**src/mdfs_pkg.sv**
```systemverilog
// Shared types, codes and constants for the depth-first maze carver.
`timescale 1ns / 1ps
`default_nettype none

package mdfs_pkg;

    localparam int DEF_MAX_ROWS = 64;
    localparam int DEF_MAX_COLS = 64;

    localparam int COORD_W  = 6;
    localparam int DIM_W    = 7;
    localparam int CELLS_W  = 14;
    localparam int PICK_W   = 2;
    localparam int CFG_IDX_W = 2;

    localparam logic [DIM_W-1:0] DIM_RESET = 7'd8;

    localparam logic [CFG_IDX_W-1:0] CFG_GRID_ROWS = 2'd0;
    localparam logic [CFG_IDX_W-1:0] CFG_GRID_COLS = 2'd1;

    localparam logic MODE_START = 1'b0;
    localparam logic MODE_STEP  = 1'b1;

    typedef enum logic [1:0] {
        ACT_CARVE     = 2'd0,
        ACT_BACKTRACK = 2'd1,
        ACT_DONE      = 2'd2,
        ACT_START     = 2'd3
    } action_t;

    typedef enum logic [1:0] {
        DIR_RIGHT = 2'd0,
        DIR_LEFT  = 2'd1,
        DIR_DOWN  = 2'd2,
        DIR_UP    = 2'd3
    } dir_t;

    typedef enum logic [1:0] {
        ST_IDLE,
        ST_CLEAR,
        ST_EXEC
    } walk_state_t;

    // Clamped grid size and its cell total, settled from the config registers.
    typedef struct packed {
        logic [DIM_W-1:0]   rows;
        logic [DIM_W-1:0]   cols;
        logic [CELLS_W-1:0] cells;
    } grid_dims_t;

endpackage

`default_nettype wire

```
**src/mdfs_ifs.sv**
```systemverilog
// Channel interfaces: command, result and configuration write.
`timescale 1ns / 1ps
`default_nettype none

interface mdfs_cmd_if;
    logic                        valid;
    logic                        ready;
    logic                        mode;
    logic [mdfs_pkg::PICK_W-1:0] random_pick;

    modport source (output valid, mode, random_pick, input ready);
    modport sink   (input valid, mode, random_pick, output ready);
endinterface

interface mdfs_result_if;
    logic                         valid;
    logic                         ready;
    logic [1:0]                   action;
    logic [mdfs_pkg::COORD_W-1:0] from_col;
    logic [mdfs_pkg::COORD_W-1:0] from_row;
    logic [mdfs_pkg::COORD_W-1:0] to_col;
    logic [mdfs_pkg::COORD_W-1:0] to_row;

    modport source (output valid, action, from_col, from_row, to_col, to_row, input ready);
    modport sink   (input valid, action, from_col, from_row, to_col, to_row, output ready);
endinterface


`default_nettype wire

```
**src/mdfs_walk.sv**
```systemverilog
// Walk sequencer: neighbour check, pick, carve or backtrack, map clearing and result register.
`timescale 1ns / 1ps
`default_nettype none

module mdfs_walk #(
    parameter int MAX_ROWS = mdfs_pkg::DEF_MAX_ROWS,
    parameter int MAX_COLS = mdfs_pkg::DEF_MAX_COLS
) (
    input  wire logic                                         clk,
    input  wire logic                                         rst_n,
    mdfs_cmd_if.sink                                          cmd,
    mdfs_result_if.source                                     result,
    input  wire mdfs_pkg::grid_dims_t                         dims,
    output logic                                              vm_rd_en,
    output logic      [$clog2(MAX_ROWS)-1:0]                  vm_rd_row,
    output logic                                              vm_wr_en,
    output logic      [$clog2(MAX_ROWS)-1:0]                  vm_wr_row,
    output logic      [(1 << $clog2(MAX_COLS))-1:0]           vm_wr_data,
    input  wire logic [(1 << $clog2(MAX_COLS))-1:0]           vm_mid,
    input  wire logic [(1 << $clog2(MAX_COLS))-1:0]           vm_dn,
    input  wire logic [(1 << $clog2(MAX_COLS))-1:0]           vm_up,
    output logic                                              st_wr_en,
    output logic      [$clog2(MAX_ROWS*MAX_COLS)-1:0]         st_wr_addr,
    output logic      [$clog2(MAX_ROWS)+$clog2(MAX_COLS)-1:0] st_wr_data,
    output logic                                              st_rd_en,
    output logic      [$clog2(MAX_ROWS*MAX_COLS)-1:0]         st_rd_addr,
    input  wire logic [$clog2(MAX_ROWS)+$clog2(MAX_COLS)-1:0] st_rd_data
);

    localparam int RW    = $clog2(MAX_ROWS);
    localparam int CW    = $clog2(MAX_COLS);
    localparam int WORD  = 1 << CW;
    localparam int CELLS = MAX_ROWS * MAX_COLS;
    localparam int SAW   = $clog2(CELLS);
    localparam int DW    = $clog2(CELLS + 1);
    localparam int CMPW  = (DW > mdfs_pkg::CELLS_W) ? DW : mdfs_pkg::CELLS_W;
    localparam int EW    = RW + CW;

    mdfs_pkg::walk_state_t state_reg, state_next;

    logic                        mode_reg;
    logic [mdfs_pkg::PICK_W-1:0] pick_reg;
    logic                        halt_reg;
    logic [RW-1:0]               cur_row_reg;
    logic [CW-1:0]               cur_col_reg;
    logic [DW-1:0]               depth_reg;
    logic [DW-1:0]               count_reg;
    logic [RW-1:0]               clr_row_reg;

    logic                           out_valid_reg;
    mdfs_pkg::action_t              out_action_reg;
    logic [mdfs_pkg::COORD_W-1:0]   out_fc_reg, out_fr_reg, out_tc_reg, out_tr_reg;

    logic acc, out_free, commit, clr_last;
    logic is_carve, is_back;

    // neighbour evaluation
    logic [8:0]    c_ext, r_ext, cols_ext, rows_ext;
    logic [CW-1:0] c_p1, c_m1;
    logic [RW-1:0] r_p1, r_m1;
    logic [3:0]    nb_ok;
    logic [2:0]    nb_cnt;
    logic [1:0]    nb_idx;
    logic [2:0]    seen;
    logic          found;
    mdfs_pkg::dir_t sel_dir;
    logic [RW-1:0]   new_row;
    logic [CW-1:0]   new_col;
    logic [WORD-1:0] sel_word;
    logic [WORD-1:0] carve_word;
    logic [DW-1:0]   depth_m2;
    logic [CMPW-1:0] count_cmp, cells_cmp;

    assign acc      = cmd.valid && cmd.ready;
    assign out_free = !out_valid_reg || result.ready;
    assign clr_last = (clr_row_reg == {RW{1'b1}});

    // Neighbour check against the live bounds and the three fetched map rows
    always_comb
    begin
        c_ext    = 9'(cur_col_reg);
        r_ext    = 9'(cur_row_reg);
        cols_ext = 9'(dims.cols);
        rows_ext = 9'(dims.rows);
        c_p1     = cur_col_reg + 1'b1;
        c_m1     = cur_col_reg - 1'b1;
        r_p1     = cur_row_reg + 1'b1;
        r_m1     = cur_row_reg - 1'b1;

        nb_ok[mdfs_pkg::DIR_RIGHT] = (c_ext + 9'd1 < cols_ext) && (r_ext < rows_ext)
                                     && !vm_mid[c_p1];
        nb_ok[mdfs_pkg::DIR_LEFT]  = (c_ext != 9'd0) && (c_ext - 9'd1 < cols_ext)
                                     && (r_ext < rows_ext) && !vm_mid[c_m1];
        nb_ok[mdfs_pkg::DIR_DOWN]  = (c_ext < cols_ext) && (r_ext + 9'd1 < rows_ext)
                                     && !vm_dn[cur_col_reg];
        nb_ok[mdfs_pkg::DIR_UP]    = (c_ext < cols_ext) && (r_ext != 9'd0)
                                     && (r_ext - 9'd1 < rows_ext) && !vm_up[cur_col_reg];

        nb_cnt = 3'($countones(nb_ok));
        case (nb_cnt)
            3'd1:    nb_idx = 2'd0;
            3'd2:    nb_idx = {1'b0, pick_reg[0]};
            3'd3:    nb_idx = (pick_reg == 2'd3) ? 2'd0 : pick_reg;
            default: nb_idx = pick_reg;
        endcase

        // rotating pick times through the valid list lands on entry pick mod count
        seen    = 3'd0;
        found   = 1'b0;
        sel_dir = mdfs_pkg::DIR_RIGHT;
        for (int d = 0; d < 4; d++)
        begin
            if (nb_ok[d])
            begin
                if (!found && seen == {1'b0, nb_idx})
                begin
                    sel_dir = mdfs_pkg::dir_t'(2'(d));
                    found   = 1'b1;
                end
                seen = seen + 3'd1;
            end
        end

        case (sel_dir)
            mdfs_pkg::DIR_RIGHT:
            begin
                new_row  = cur_row_reg;
                new_col  = c_p1;
                sel_word = vm_mid;
            end
            mdfs_pkg::DIR_LEFT:
            begin
                new_row  = cur_row_reg;
                new_col  = c_m1;
                sel_word = vm_mid;
            end
            mdfs_pkg::DIR_DOWN:
            begin
                new_row  = r_p1;
                new_col  = cur_col_reg;
                sel_word = vm_dn;
            end
            default:
            begin
                new_row  = r_m1;
                new_col  = cur_col_reg;
                sel_word = vm_up;
            end
        endcase
        carve_word = sel_word | ({{(WORD-1){1'b0}}, 1'b1} << new_col);

        is_carve  = (mode_reg == mdfs_pkg::MODE_STEP) && !halt_reg && (nb_cnt != 3'd0);
        is_back   = (mode_reg == mdfs_pkg::MODE_STEP) && !halt_reg && (nb_cnt == 3'd0);
        depth_m2  = depth_reg - DW'(2);
        count_cmp = CMPW'(count_reg);
        cells_cmp = CMPW'(dims.cells);
    end

    // Next state
    always_comb
    begin
        state_next = state_reg;
        unique case (state_reg)
            mdfs_pkg::ST_IDLE:
            begin
                if (acc)
                begin
                    state_next = (cmd.mode == mdfs_pkg::MODE_START) ? mdfs_pkg::ST_CLEAR
                                                                    : mdfs_pkg::ST_EXEC;
                end
            end
            mdfs_pkg::ST_CLEAR:
            begin
                if (clr_last)
                begin
                    state_next = mdfs_pkg::ST_EXEC;
                end
            end
            mdfs_pkg::ST_EXEC:
            begin
                if (out_free)
                begin
                    state_next = mdfs_pkg::ST_IDLE;
                end
            end
            default: state_next = mdfs_pkg::ST_IDLE;
        endcase
    end

    // State outputs: memory ports and handshake
    always_comb
    begin
        cmd.ready  = 1'b0;
        commit     = 1'b0;
        vm_rd_en   = 1'b0;
        vm_rd_row  = cur_row_reg;
        vm_wr_en   = 1'b0;
        vm_wr_row  = clr_row_reg;
        vm_wr_data = (clr_row_reg == '0) ? {{(WORD-1){1'b0}}, 1'b1} : '0;
        st_rd_en   = 1'b0;
        st_rd_addr = (depth_reg > DW'(1)) ? depth_m2[SAW-1:0] : '0;
        st_wr_en   = 1'b0;
        st_wr_addr = '0;
        st_wr_data = '0;
        unique case (state_reg)
            mdfs_pkg::ST_IDLE:
            begin
                cmd.ready = 1'b1;
                vm_rd_en  = cmd.valid;
                st_rd_en  = cmd.valid;
            end
            mdfs_pkg::ST_CLEAR:
            begin
                vm_wr_en = 1'b1;
            end
            mdfs_pkg::ST_EXEC:
            begin
                commit = out_free;
                if (mode_reg == mdfs_pkg::MODE_START)
                begin
                    st_wr_en = out_free;
                end
                else if (is_carve)
                begin
                    vm_wr_en   = out_free;
                    vm_wr_row  = new_row;
                    vm_wr_data = carve_word;
                    st_wr_en   = out_free && (depth_reg < DW'(CELLS));
                    st_wr_addr = depth_reg[SAW-1:0];
                    st_wr_data = {new_row, new_col};
                end
            end
            default:
            begin
                cmd.ready = 1'b0;
            end
        endcase
    end

    always_ff @(posedge clk or negedge rst_n)
    begin
        if (!rst_n)
        begin
            state_reg     <= mdfs_pkg::ST_IDLE;
            halt_reg      <= 1'b0;
            cur_row_reg   <= '0;
            cur_col_reg   <= '0;
            depth_reg     <= '0;
            count_reg     <= '0;
            clr_row_reg   <= '0;
            out_valid_reg <= 1'b0;
        end
        else
        begin
            state_reg <= state_next;
            if (acc)
            begin
                clr_row_reg <= '0;
                halt_reg    <= (count_cmp >= cells_cmp) || (depth_reg == '0);
            end
            else if (state_reg == mdfs_pkg::ST_CLEAR)
            begin
                clr_row_reg <= clr_row_reg + 1'b1;
            end

            if (commit)
            begin
                out_valid_reg <= 1'b1;
                if (mode_reg == mdfs_pkg::MODE_START)
                begin
                    cur_row_reg <= '0;
                    cur_col_reg <= '0;
                    depth_reg   <= DW'(1);
                    count_reg   <= DW'(1);
                end
                else if (is_carve)
                begin
                    cur_row_reg <= new_row;
                    cur_col_reg <= new_col;
                    count_reg   <= count_reg + 1'b1;
                    if (depth_reg < DW'(CELLS))
                    begin
                        depth_reg <= depth_reg + 1'b1;
                    end
                end
                else if (is_back)
                begin
                    cur_row_reg <= st_rd_data[EW-1:CW];
                    cur_col_reg <= st_rd_data[CW-1:0];
                    depth_reg   <= (depth_reg > DW'(1)) ? depth_reg - 1'b1 : '0;
                end
            end
            else if (result.ready)
            begin
                out_valid_reg <= 1'b0;
            end
        end
    end

    // Command fields and result payload carry no reset
    always_ff @(posedge clk)
    begin
        if (acc)
        begin
            mode_reg <= cmd.mode;
            pick_reg <= cmd.random_pick;
        end
        if (commit)
        begin
            out_fc_reg <= mdfs_pkg::COORD_W'(cur_col_reg);
            out_fr_reg <= mdfs_pkg::COORD_W'(cur_row_reg);
            if (mode_reg == mdfs_pkg::MODE_START)
            begin
                out_action_reg <= mdfs_pkg::ACT_START;
                out_tc_reg     <= '0;
                out_tr_reg     <= '0;
            end
            else if (is_carve)
            begin
                out_action_reg <= mdfs_pkg::ACT_CARVE;
                out_tc_reg     <= mdfs_pkg::COORD_W'(new_col);
                out_tr_reg     <= mdfs_pkg::COORD_W'(new_row);
            end
            else if (is_back)
            begin
                out_action_reg <= mdfs_pkg::ACT_BACKTRACK;
                out_tc_reg     <= mdfs_pkg::COORD_W'(st_rd_data[CW-1:0]);
                out_tr_reg     <= mdfs_pkg::COORD_W'(st_rd_data[EW-1:CW]);
            end
            else
            begin
                out_action_reg <= mdfs_pkg::ACT_DONE;
                out_tc_reg     <= mdfs_pkg::COORD_W'(cur_col_reg);
                out_tr_reg     <= mdfs_pkg::COORD_W'(cur_row_reg);
            end
        end
    end

    assign result.valid    = out_valid_reg;
    assign result.action   = out_action_reg;
    assign result.from_col = out_fc_reg;
    assign result.from_row = out_fr_reg;
    assign result.to_col   = out_tc_reg;
    assign result.to_row   = out_tr_reg;

    // Map reads and writes never share a cycle, so no forwarding is needed
    a_map_rw_apart: assert property (@(posedge clk) disable iff (!rst_n)
        vm_rd_en |-> !vm_wr_en)
        else $error("visited map read and write in the same cycle");

    // Every stacked cell was marked visited, so the stack never outgrows the count
    a_depth_le_count: assert property (@(posedge clk) disable iff (!rst_n)
        depth_reg <= count_reg)
        else $error("stack depth exceeds visited count");

    a_carve_counts: assert property (@(posedge clk) disable iff (!rst_n)
        (commit && is_carve && mode_reg == mdfs_pkg::MODE_STEP)
        |=> count_reg == $past(count_reg) + 1'b1)
        else $error("carve did not advance the visited count");

    a_accept_leaves_idle: assert property (@(posedge clk) disable iff (!rst_n)
        acc |=> state_reg != mdfs_pkg::ST_IDLE)
        else $error("accepted command left the sequencer idle");

    a_start_at_origin: assert property (@(posedge clk) disable iff (!rst_n)
        (commit && mode_reg == mdfs_pkg::MODE_START)
        |=> (cur_row_reg == '0 && cur_col_reg == '0 && depth_reg == DW'(1)))
        else $error("start did not reset the walk to the origin");

endmodule

`default_nettype wire

```
**src/flat_wrapper.sv**
```systemverilog
// flat-port wrapper written by rule: the top's interface ports become plain ports
module mdfs_walk_flat 
#(
    parameter int MAX_ROWS = mdfs_pkg::DEF_MAX_ROWS,
    parameter int MAX_COLS = mdfs_pkg::DEF_MAX_COLS
)
  (clk, rst_n, dims, vm_rd_en, vm_rd_row, vm_wr_en, vm_wr_row, vm_wr_data, vm_mid, vm_dn, vm_up, st_wr_en, st_wr_addr, st_wr_data, st_rd_en, st_rd_addr, st_rd_data, cmd_valid, cmd_mode, cmd_random_pick, cmd_ready, result_valid, result_action, result_from_col, result_from_row, result_to_col, result_to_row, result_ready);
  mdfs_cmd_if cmd_i ();
  mdfs_result_if result_i ();
  input  wire logic clk;
  input  wire logic rst_n;
  input  wire mdfs_pkg::grid_dims_t dims;
  output logic vm_rd_en;
  output logic      [$clog2(MAX_ROWS)-1:0] vm_rd_row;
  output logic vm_wr_en;
  output logic      [$clog2(MAX_ROWS)-1:0] vm_wr_row;
  output logic      [(1 << $clog2(MAX_COLS))-1:0] vm_wr_data;
  input  wire logic [(1 << $clog2(MAX_COLS))-1:0] vm_mid;
  input  wire logic [(1 << $clog2(MAX_COLS))-1:0] vm_dn;
  input  wire logic [(1 << $clog2(MAX_COLS))-1:0] vm_up;
  output logic st_wr_en;
  output logic      [$clog2(MAX_ROWS*MAX_COLS)-1:0] st_wr_addr;
  output logic      [$clog2(MAX_ROWS)+$clog2(MAX_COLS)-1:0] st_wr_data;
  output logic st_rd_en;
  output logic      [$clog2(MAX_ROWS*MAX_COLS)-1:0] st_rd_addr;
  input  wire logic [$clog2(MAX_ROWS)+$clog2(MAX_COLS)-1:0] st_rd_data;
  input wire logic [$bits(cmd_i.valid)-1:0] cmd_valid;
  input wire logic [$bits(cmd_i.mode)-1:0] cmd_mode;
  input wire logic [$bits(cmd_i.random_pick)-1:0] cmd_random_pick;
  output wire logic [$bits(cmd_i.ready)-1:0] cmd_ready;
  output wire logic [$bits(result_i.valid)-1:0] result_valid;
  output wire logic [$bits(result_i.action)-1:0] result_action;
  output wire logic [$bits(result_i.from_col)-1:0] result_from_col;
  output wire logic [$bits(result_i.from_row)-1:0] result_from_row;
  output wire logic [$bits(result_i.to_col)-1:0] result_to_col;
  output wire logic [$bits(result_i.to_row)-1:0] result_to_row;
  input wire logic [$bits(result_i.ready)-1:0] result_ready;
  assign cmd_i.valid = cmd_valid;
  assign cmd_i.mode = cmd_mode;
  assign cmd_i.random_pick = cmd_random_pick;
  assign cmd_ready = cmd_i.ready;
  assign result_valid = result_i.valid;
  assign result_action = result_i.action;
  assign result_from_col = result_i.from_col;
  assign result_from_row = result_i.from_row;
  assign result_to_col = result_i.to_col;
  assign result_to_row = result_i.to_row;
  assign result_i.ready = result_ready;
  mdfs_walk #(.MAX_ROWS(MAX_ROWS), .MAX_COLS(MAX_COLS)) u_core (.clk(clk), .rst_n(rst_n), .cmd(cmd_i), .result(result_i), .dims(dims), .vm_rd_en(vm_rd_en), .vm_rd_row(vm_rd_row), .vm_wr_en(vm_wr_en), .vm_wr_row(vm_wr_row), .vm_wr_data(vm_wr_data), .vm_mid(vm_mid), .vm_dn(vm_dn), .vm_up(vm_up), .st_wr_en(st_wr_en), .st_wr_addr(st_wr_addr), .st_wr_data(st_wr_data), .st_rd_en(st_rd_en), .st_rd_addr(st_rd_addr), .st_rd_data(st_rd_data));
endmodule
```
**config.mk**
```make
export PLATFORM = sky130hd
export DESIGN_NAME = mdfs_walk_flat
export DESIGN_NICKNAME = d
export VERILOG_FILES = /design/src/mdfs_pkg.sv /design/src/mdfs_ifs.sv /design/src/mdfs_walk.sv /design/src/flat_wrapper.sv
export SDC_FILE = /design/constraint.sdc
export NUM_CORES = 1
export LEC_CHECK = 0
export ABC_CLOCK_PERIOD_IN_PS = 12300
export BUFFER_PORTS_ARGS = -buffer_cell sky130_fd_sc_hd__buf_2
export CORE_AREA = 2 2 150 152
export CTS_CLUSTER_DIAMETER = 120
export CTS_CLUSTER_SIZE = 25
export DETAILED_ROUTE_END_ITERATION = 7
export DIE_AREA = 0 0 152 154
export PLACE_DENSITY = 0.75
export SYNTH_ARGS = -nofsm -noshare
export SYNTH_HDL_FRONTEND = slang
export SYNTH_SLANG_ARGS = --single-unit
```
**constraint.sdc**
```tcl
create_clock -name clk -period 12.3 [get_ports clk]
set_clock_uncertainty 0.15 [all_clocks]
set_input_delay 2.46 -clock clk [delete_from_list [all_inputs] [get_ports clk]]
set_output_delay 2.46 -clock clk [all_outputs]
set_load 0.005 [all_outputs]
```
**Yosys cells after proc, flatten, opt, wreduce, memory -nomap -nowiden**

Index checks and enable logic that the tools add are counted.

- Flip-flop bits (word level): 77
- Output and inout bits: 144
- Bits of input ports: 239
- Word-level logic and storage cells: 184

- Equality and inequality tests: 18
- Shift operators: 1
- Reduce and logical (&&, ||, !) cells: 44
- Bitwise logic cells: 1
- Multiplexer cells: 75
- Add/sub/neg operators: 18
- Order comparisons: 12

Operators by type and width:

| cell | number |
|---|---|
| 64-bit two-way mux | 3 |
| 64-bit one-hot mux with 2 select lines | 1 |
| 13-bit two-way mux | 7 |
| 12-bit two-way mux | 7 |
| 6-bit two-way mux | 11 |
| 64-bit OR | 1 |
| 1-bit by 6-bit left shift with 64-bit output, first input constant | 1 |
| 9-bit by 7-bit < comparator with 1-bit output | 4 |
| 13-bit by 1-bit adder with 13-bit output, second input constant | 2 |
| 1-bit binary-select mux with 6-bit select | 4 |
| 2-bit two-way mux | 12 |
| 6-bit one-hot mux with 2 select lines | 2 |
| 1-bit two-way mux | 23 |
| 6-bit by 7-bit < comparator with 1-bit output, second input constant | 3 |
| 6-bit by 1-bit adder with 6-bit output, second input constant | 3 |
| 1-bit logical AND | 18 |
| 6-bit by 1-bit adder with 7-bit output, second input constant | 2 |
| 13-bit by 14-bit >= comparator with 1-bit output | 1 |
| 6-bit by 7-bit < comparator with 1-bit output | 2 |
| 6-bit by 1-bit subtractor with 7-bit output, second input constant | 2 |
| 13-bit by 1-bit greater-than comparator with 1-bit output, second input constant | 1 |
| 13-bit zero test | 1 |
| 13-bit < comparator, second input constant | 1 |
| 13-bit by 1-bit subtractor with 13-bit output, second input constant | 1 |
| 30 further kinds | 56 |

**Longest topological paths before layout**

- Depth after elaboration: 31
- Depth in mapped cells: 38
- Depth with buffers taken out: 32

**Least setup slack after synthesis**

OpenSTA, ideal clock, no wires.

- Path kind: in2out
- Start point: in vm_up[63]
- End point: out vm_wr_row[5]
- Buffers on the path: 3
- Required time: 9.690 ns
- Path slack: 1.467 ns
- Stages on the path: 28
- Arrival time: 8.223 ns
- Cells stage by stage: mux4_2 mux4_2 mux2i_1 nor2_1 a31oi_1 nand4_1 inv_1 ha_1 ha_1 fa_1 nor2b_1 o21ai_0 inv_1 maj3_2 o21a_4 inv_2 buf_6 buf_2 buf_1 ha_1 a21o_1 a21oi_1 o21bai_1 a21oi_1 mux2i_1 xnor2_1 nor2_1 a21o_1

- Cells in the longest elaborated chain, start to end: 29
- Elaborated cells on any way between the ends: 42
- Classes of those cells: add/sub (2); eq/ne (8); mux (19); reduce/logical (13)

Ends and longest elaborated chain:

| element | line | text |
|---|---|---|
| start, declared | flat_wrapper.sv:20 | `input wire logic [(1 << $clog2(MAX_COLS))-1:0] vm_up;` |
| 1-bit binary-select mux with 6-bit select (*) | mdfs_walk.sv:97 | `&& (r_ext - 9'd1 < rows_ext) && !vm_up[cur_col_reg];` |
| 1-bit two-way mux (not written as such) (*) | mdfs_walk.sv:97 |  |
| 1-bit zero test (*) | mdfs_walk.sv:97 |  |
| 1-bit logical AND (*) | mdfs_walk.sv:97 |  |
| 1-bit by 1-bit adder with 2-bit output (not written as such) | mdfs_walk.sv:99 | `nb_cnt = 3'($countones(nb_ok));` |
| 3-bit adder (not written as such) | mdfs_walk.sv:99 |  |
| 3-bit by 2-bit equality test with 1-bit output or 3-bit by 1-bit equality test with 1-bit output (tied branches) | mdfs_walk.sv:100 | `case (nb_cnt)` |
| 2-bit one-hot mux with 3 select lines | mdfs_walk.sv:100 |  |
| (+13 left out) | - |  |
| 2-bit two-way mux | mdfs_walk.sv:115 | `if (!found && seen == {1'b0, nb_idx})` |
| 2-bit two-way mux | mdfs_walk.sv:113 | `if (nb_ok[d])` |
| 2-bit by 1-bit equality test with 1-bit output or 2-bit zero test (tied branches) | mdfs_walk.sv:124 | `case (sel_dir)` |
| 2-bit OR reduction (no line) | - |  |
| 6-bit one-hot mux with 2 select lines | mdfs_walk.sv:124 |  |
| 6-bit two-way mux (*) | mdfs_walk.sv:223 | `else if (is_carve)` |
| 6-bit two-way mux (*) | mdfs_walk.sv:219 | `if (mode_reg == mdfs_pkg::MODE_START)` |
| 6-bit two-way mux (*) | mdfs_walk.sv:205 | `unique case (state_reg)` |
| end, declared | flat_wrapper.sv:16 | `output logic [$clog2(MAX_ROWS)-1:0] vm_wr_row;` |

Mark *: on every way between the ends. The rest lies on a longest branch, timed or not. The select of a mux whose other input is x is not followed.

**Worst setup path in the final report**

- Start point: in dims[26] in the netlist's numbering
- End point: out vm_wr_data[48]

- Cells in the longest elaborated chain, start to end: 29
- Elaborated cells on any way between the ends: 58
- Classes of those cells: add/sub (5); order compare (3); eq/ne (8); shift (1); mux (21); bitwise (1); reduce/logical (19)

Ends and longest elaborated chain:

| element | line | text |
|---|---|---|
| start, declared | flat_wrapper.sv:12 | `input wire mdfs_pkg::grid_dims_t dims;` |
| 9-bit by 7-bit < comparator with 1-bit output, or another cell as far along | mdfs_walk.sv:94 | `nb_ok[mdfs_pkg::DIR_DOWN] = (c_ext < cols_ext) && (r_ext + 9'd1 < rows_ext)` |
| 1-bit logical AND, on equally long branches (2 in a row) | - |  |
| 1-bit by 1-bit adder with 2-bit output (not written as such) | mdfs_walk.sv:99 |  |
| 3-bit adder (not written as such) | mdfs_walk.sv:99 |  |
| 3-bit by 2-bit equality test with 1-bit output or 3-bit by 1-bit equality test with 1-bit output (tied branches) | mdfs_walk.sv:100 |  |
| 2-bit one-hot mux with 3 select lines | mdfs_walk.sv:100 |  |
| 2-bit zero test | mdfs_walk.sv:115 |  |
| 1-bit two-way mux | mdfs_walk.sv:115 |  |
| (+12 left out) | - |  |
| 2-bit two-way mux | mdfs_walk.sv:113 |  |
| 2-bit by 1-bit equality test with 1-bit output or 2-bit zero test (tied branches) | mdfs_walk.sv:124 |  |
| 2-bit OR reduction (no line) or 6-bit one-hot mux with 2 select lines (tied branches) | - |  |
| 64-bit one-hot mux with 2 select lines or 1-bit by 6-bit left shift with 64-bit output (tied branches) | mdfs_walk.sv:124, mdfs_walk.sv:150 |  |
| 64-bit OR | mdfs_walk.sv:150 | `carve_word = sel_word \| ({{(WORD-1){1'b0}}, 1'b1} << new_col);` |
| 64-bit two-way mux (*) | mdfs_walk.sv:223 |  |
| 64-bit two-way mux (*) | mdfs_walk.sv:219 |  |
| 64-bit two-way mux (*) | mdfs_walk.sv:205 |  |
| end, declared | flat_wrapper.sv:17 | `output logic [(1 << $clog2(MAX_COLS))-1:0] vm_wr_data;` |

Mark *: on every way between the ends. The rest lies on a longest branch, timed or not.

==> metrics <==
period utilisation layout=between 90% and 100%; most common cell after layout, fill and taps aside=buf_2; WP data arrival=around 9200 ps; residual DRC count=0; EDFF count, synth=29; simple-gate share of the synthesized area=around a fifth; Worst slew margin=20.2%; top post-synthesis cells by area=mux4_2 14%, dfrtp_1 11%, ha_1 8.8%; Congestion Overflow GR=0; RePlAce Congestion=~1.1; placed cell area=approximately 13000 um^2; Root Buffer=clkbuf_16; hold-fix buffers at CTS=0; Detail Route Antenna Nets=0; compound-gate portion of the synthesized area=about a quarter; global-route wire length before repair=approximately 75000 um; Starting Density=48.6%; clk buf depth=2; WS Path Type=input port to output port; syn nets=roughly 1600; CP delay by family, top=compound AO/OA/AOI/OAI gates; CP Launch Type=input port; status=completed; CTS resizes=0; max incr delay on CP=~530 ps; layout cells sized above 1=33.5%; crit-path cells=buf_2 > inv_1 > ha_1 > a21o_1 > a21oi_1 > o31ai_1 > a211oi_1 > o2111ai_1 > inv_1 > ha_1 > ha_1 > fa_1 > nor2b_1 > o21ai_0 > xor2_1 > o21ai_0 > nor2_1 > o21a_4 > inv_2 > a32oi_1 > xor2_1 > nand3b_2 > o22ai_1 > buf_2; max_cap viols=0; Setup Buffers After CTS=0; HP Class=register to register; number of cell rows=54; hold path depth=2; Fin Setup TNS=0 ps; clk slew on worst S/H paths=70 ps; post-synthesis adder-cell area fraction=under 10%; synthesized cell area=about 11000 um^2; post-DP HPWL=~41000 um; clock buffers created by TritonCTS=9; CTS tree=done; RSZ-0062 raised after global routing=no; all-layer global routing usage=between 40 and 50%; most frequent cells in the layout=382 x buf_2, 182 x nand2_1, 153 x a21oi_1; predominant post-synthesis flop cell=dfrtp_1; Avg Cell Area, Syn=around 8.2 um^2; largest family of logic cells by synthesized area=compound AO/OA/AOI/OAI gates; H-tree levels=3; Detailed Routing Iterations Pass 1=5; sequential share of the synthesized area=about a fifth; max-slew violation count=0; R2R depth=27; wire per inst=27.2 um; crit path max-delay cell type=xor2_1; die width=about 150 um; WHS Endpoint=u_core.state_reg[0]$_DFFE_PN0P_; Die ar.=23400 um^2; worst path buffer plus inverter count=5; Hold Path Origin=u_core.state_reg[0]$_DFFE_PN0P_; mux cell area share after synthesis=17.2%; critical path required time=~9700 ps; initial DRC count=1497; reg2reg start=u_core.cur_col_reg[0]$_DFFE_PN0P_; Period minus WS final=approximately 12000 ps; post-synth top area share=around 14%; FMAX=roughly 84 MHz; Mapped Cells=around 1300; die span in y=roughly 150 um; DR vias=~13000; synth warn=0; FFs w/ async S/R, synth=62.3%; Routed Wire Length=51700 um; area delta synth->final=22.2%; Most common cell on crit path=ha_1; I/O Pins=approximately 380; hold_ws=404 ps; reg2reg setup slack=approximately 3800 ps; Core Region=about 22000 um^2; vias per inst=6.59; Net count, final=just under 2000; setup violators final=0; number of antenna violations at the first check in global routing=14; largest net degree at the start of global routing=around 110; Port Buffers=around 380; Finished Cell Area=12900 um^2; Final Hold Fails=0; vias in the first global route=approximately 12000; CTS Sinks=77; Worst-Margin Slew=approximately 1200 ps; Yosys reg bits=a little under 80; leading area contributor after synthesis=mux4_2; Crit Reg-Reg Endpoint=u_core.result.to_row[5]$_DFFE_PP_; Synth cell types=81; area share of xor/xnor cells in the synthesized design=under 10%; Skew-Pair Late Insertion Delay=between 300 and 400 ps; CP Max Fanout=35; CP endpoint kind=output port
worst max-delay path by stage:
stage	cells past startpoint	endpoint	start	slack, ps
after floorplan	28	vm_wr_row[5]	vm_up[63]	1470
after global placement	23	vm_wr_data[58]	dims[26]	770
after detailed placement	23	vm_wr_data[58]	dims[26]	650
after CTS	23	vm_wr_data[58]	dims[26]	620
after global routing	23	vm_wr_data[48]	vm_up[51]	90
final	24	vm_wr_data[48]	dims[26]	450
layer usage:
layer	GRT usage [%]	routed length (um)
met1	51.7	18700
met4	21.9	2950
met2	66.6	23700
met3	13.6	6230
met5	0	60
tightest hold or removal path: cells and delay by family (launching register included):
kind | cells | cell delay [ps]
simple gates | 1 | 70
compound gates | 1 | 70
flops | 1 | 380
stage by stage:
step	util, %	std cells	setup slack, ps
floorplan	-	1293	1470
finish	59.4	1900	450
global placement	57.9	1875	771
CTS	59.3	1891	620
detailed placement	57.9	1875	654
global route	59.4	1897	90.5
synthesized netlist by cell type, drive strengths merged (3+ instances only):
cell type  number
a2111oi         5
a211oi          7
a21boi          5
a21o           18
a21oi         155
a221o           3
a221oi          6
a22oi           4
a311o           7
a31oi          11
a32oi           4
and2            8
and3           20
buf            34
clkbuf         67
clkinv          3
dfrtp          48
edfxtp         29
ha             74
inv            65
mux2           11
mux2i          18
mux4           67
nand2         184
nand2b         11
nand3          31
nand3b          5
nand4          15
nor2           96
nor2b           8
nor3           17
nor3b           3
nor4            6
o211a           3
o211ai          4
o21a           11
o21ai          63
o22ai          61
o31ai          13
or3            17
xnor2          19
xor2           29
logic make-up (layout without fill, tap and decap cells):
logic type	after synthesis	in the layout
and+or+nand+nor	427	427
AOI/OAI and AO/OA	399	399
buffers and inverters	169	487
muxes	96	96
adders and majority gates	77	77
DFF	77	77
xor gates and xnor gates	48	48
other	0	9
final cells by class:
| class | instances | area, um^2 |
|---|---|---|
| multi-input combinational | 1047 | 7800 |
| timing repair buffer | 403 | 2080 |
| tap | 280 | 350 |
| clock buffer | 9 | 225 |
| fill | 2055 | 8800 |
| clock inverter | 7 | 78.8 |
| inverter | 68 | 255 |
| antenna | 9 | 22.5 |
| sequential | 77 | 2080 |
Power is not shown: default switching activity piles up to over one toggle a cycle in this logic, so the estimate is an artifact.
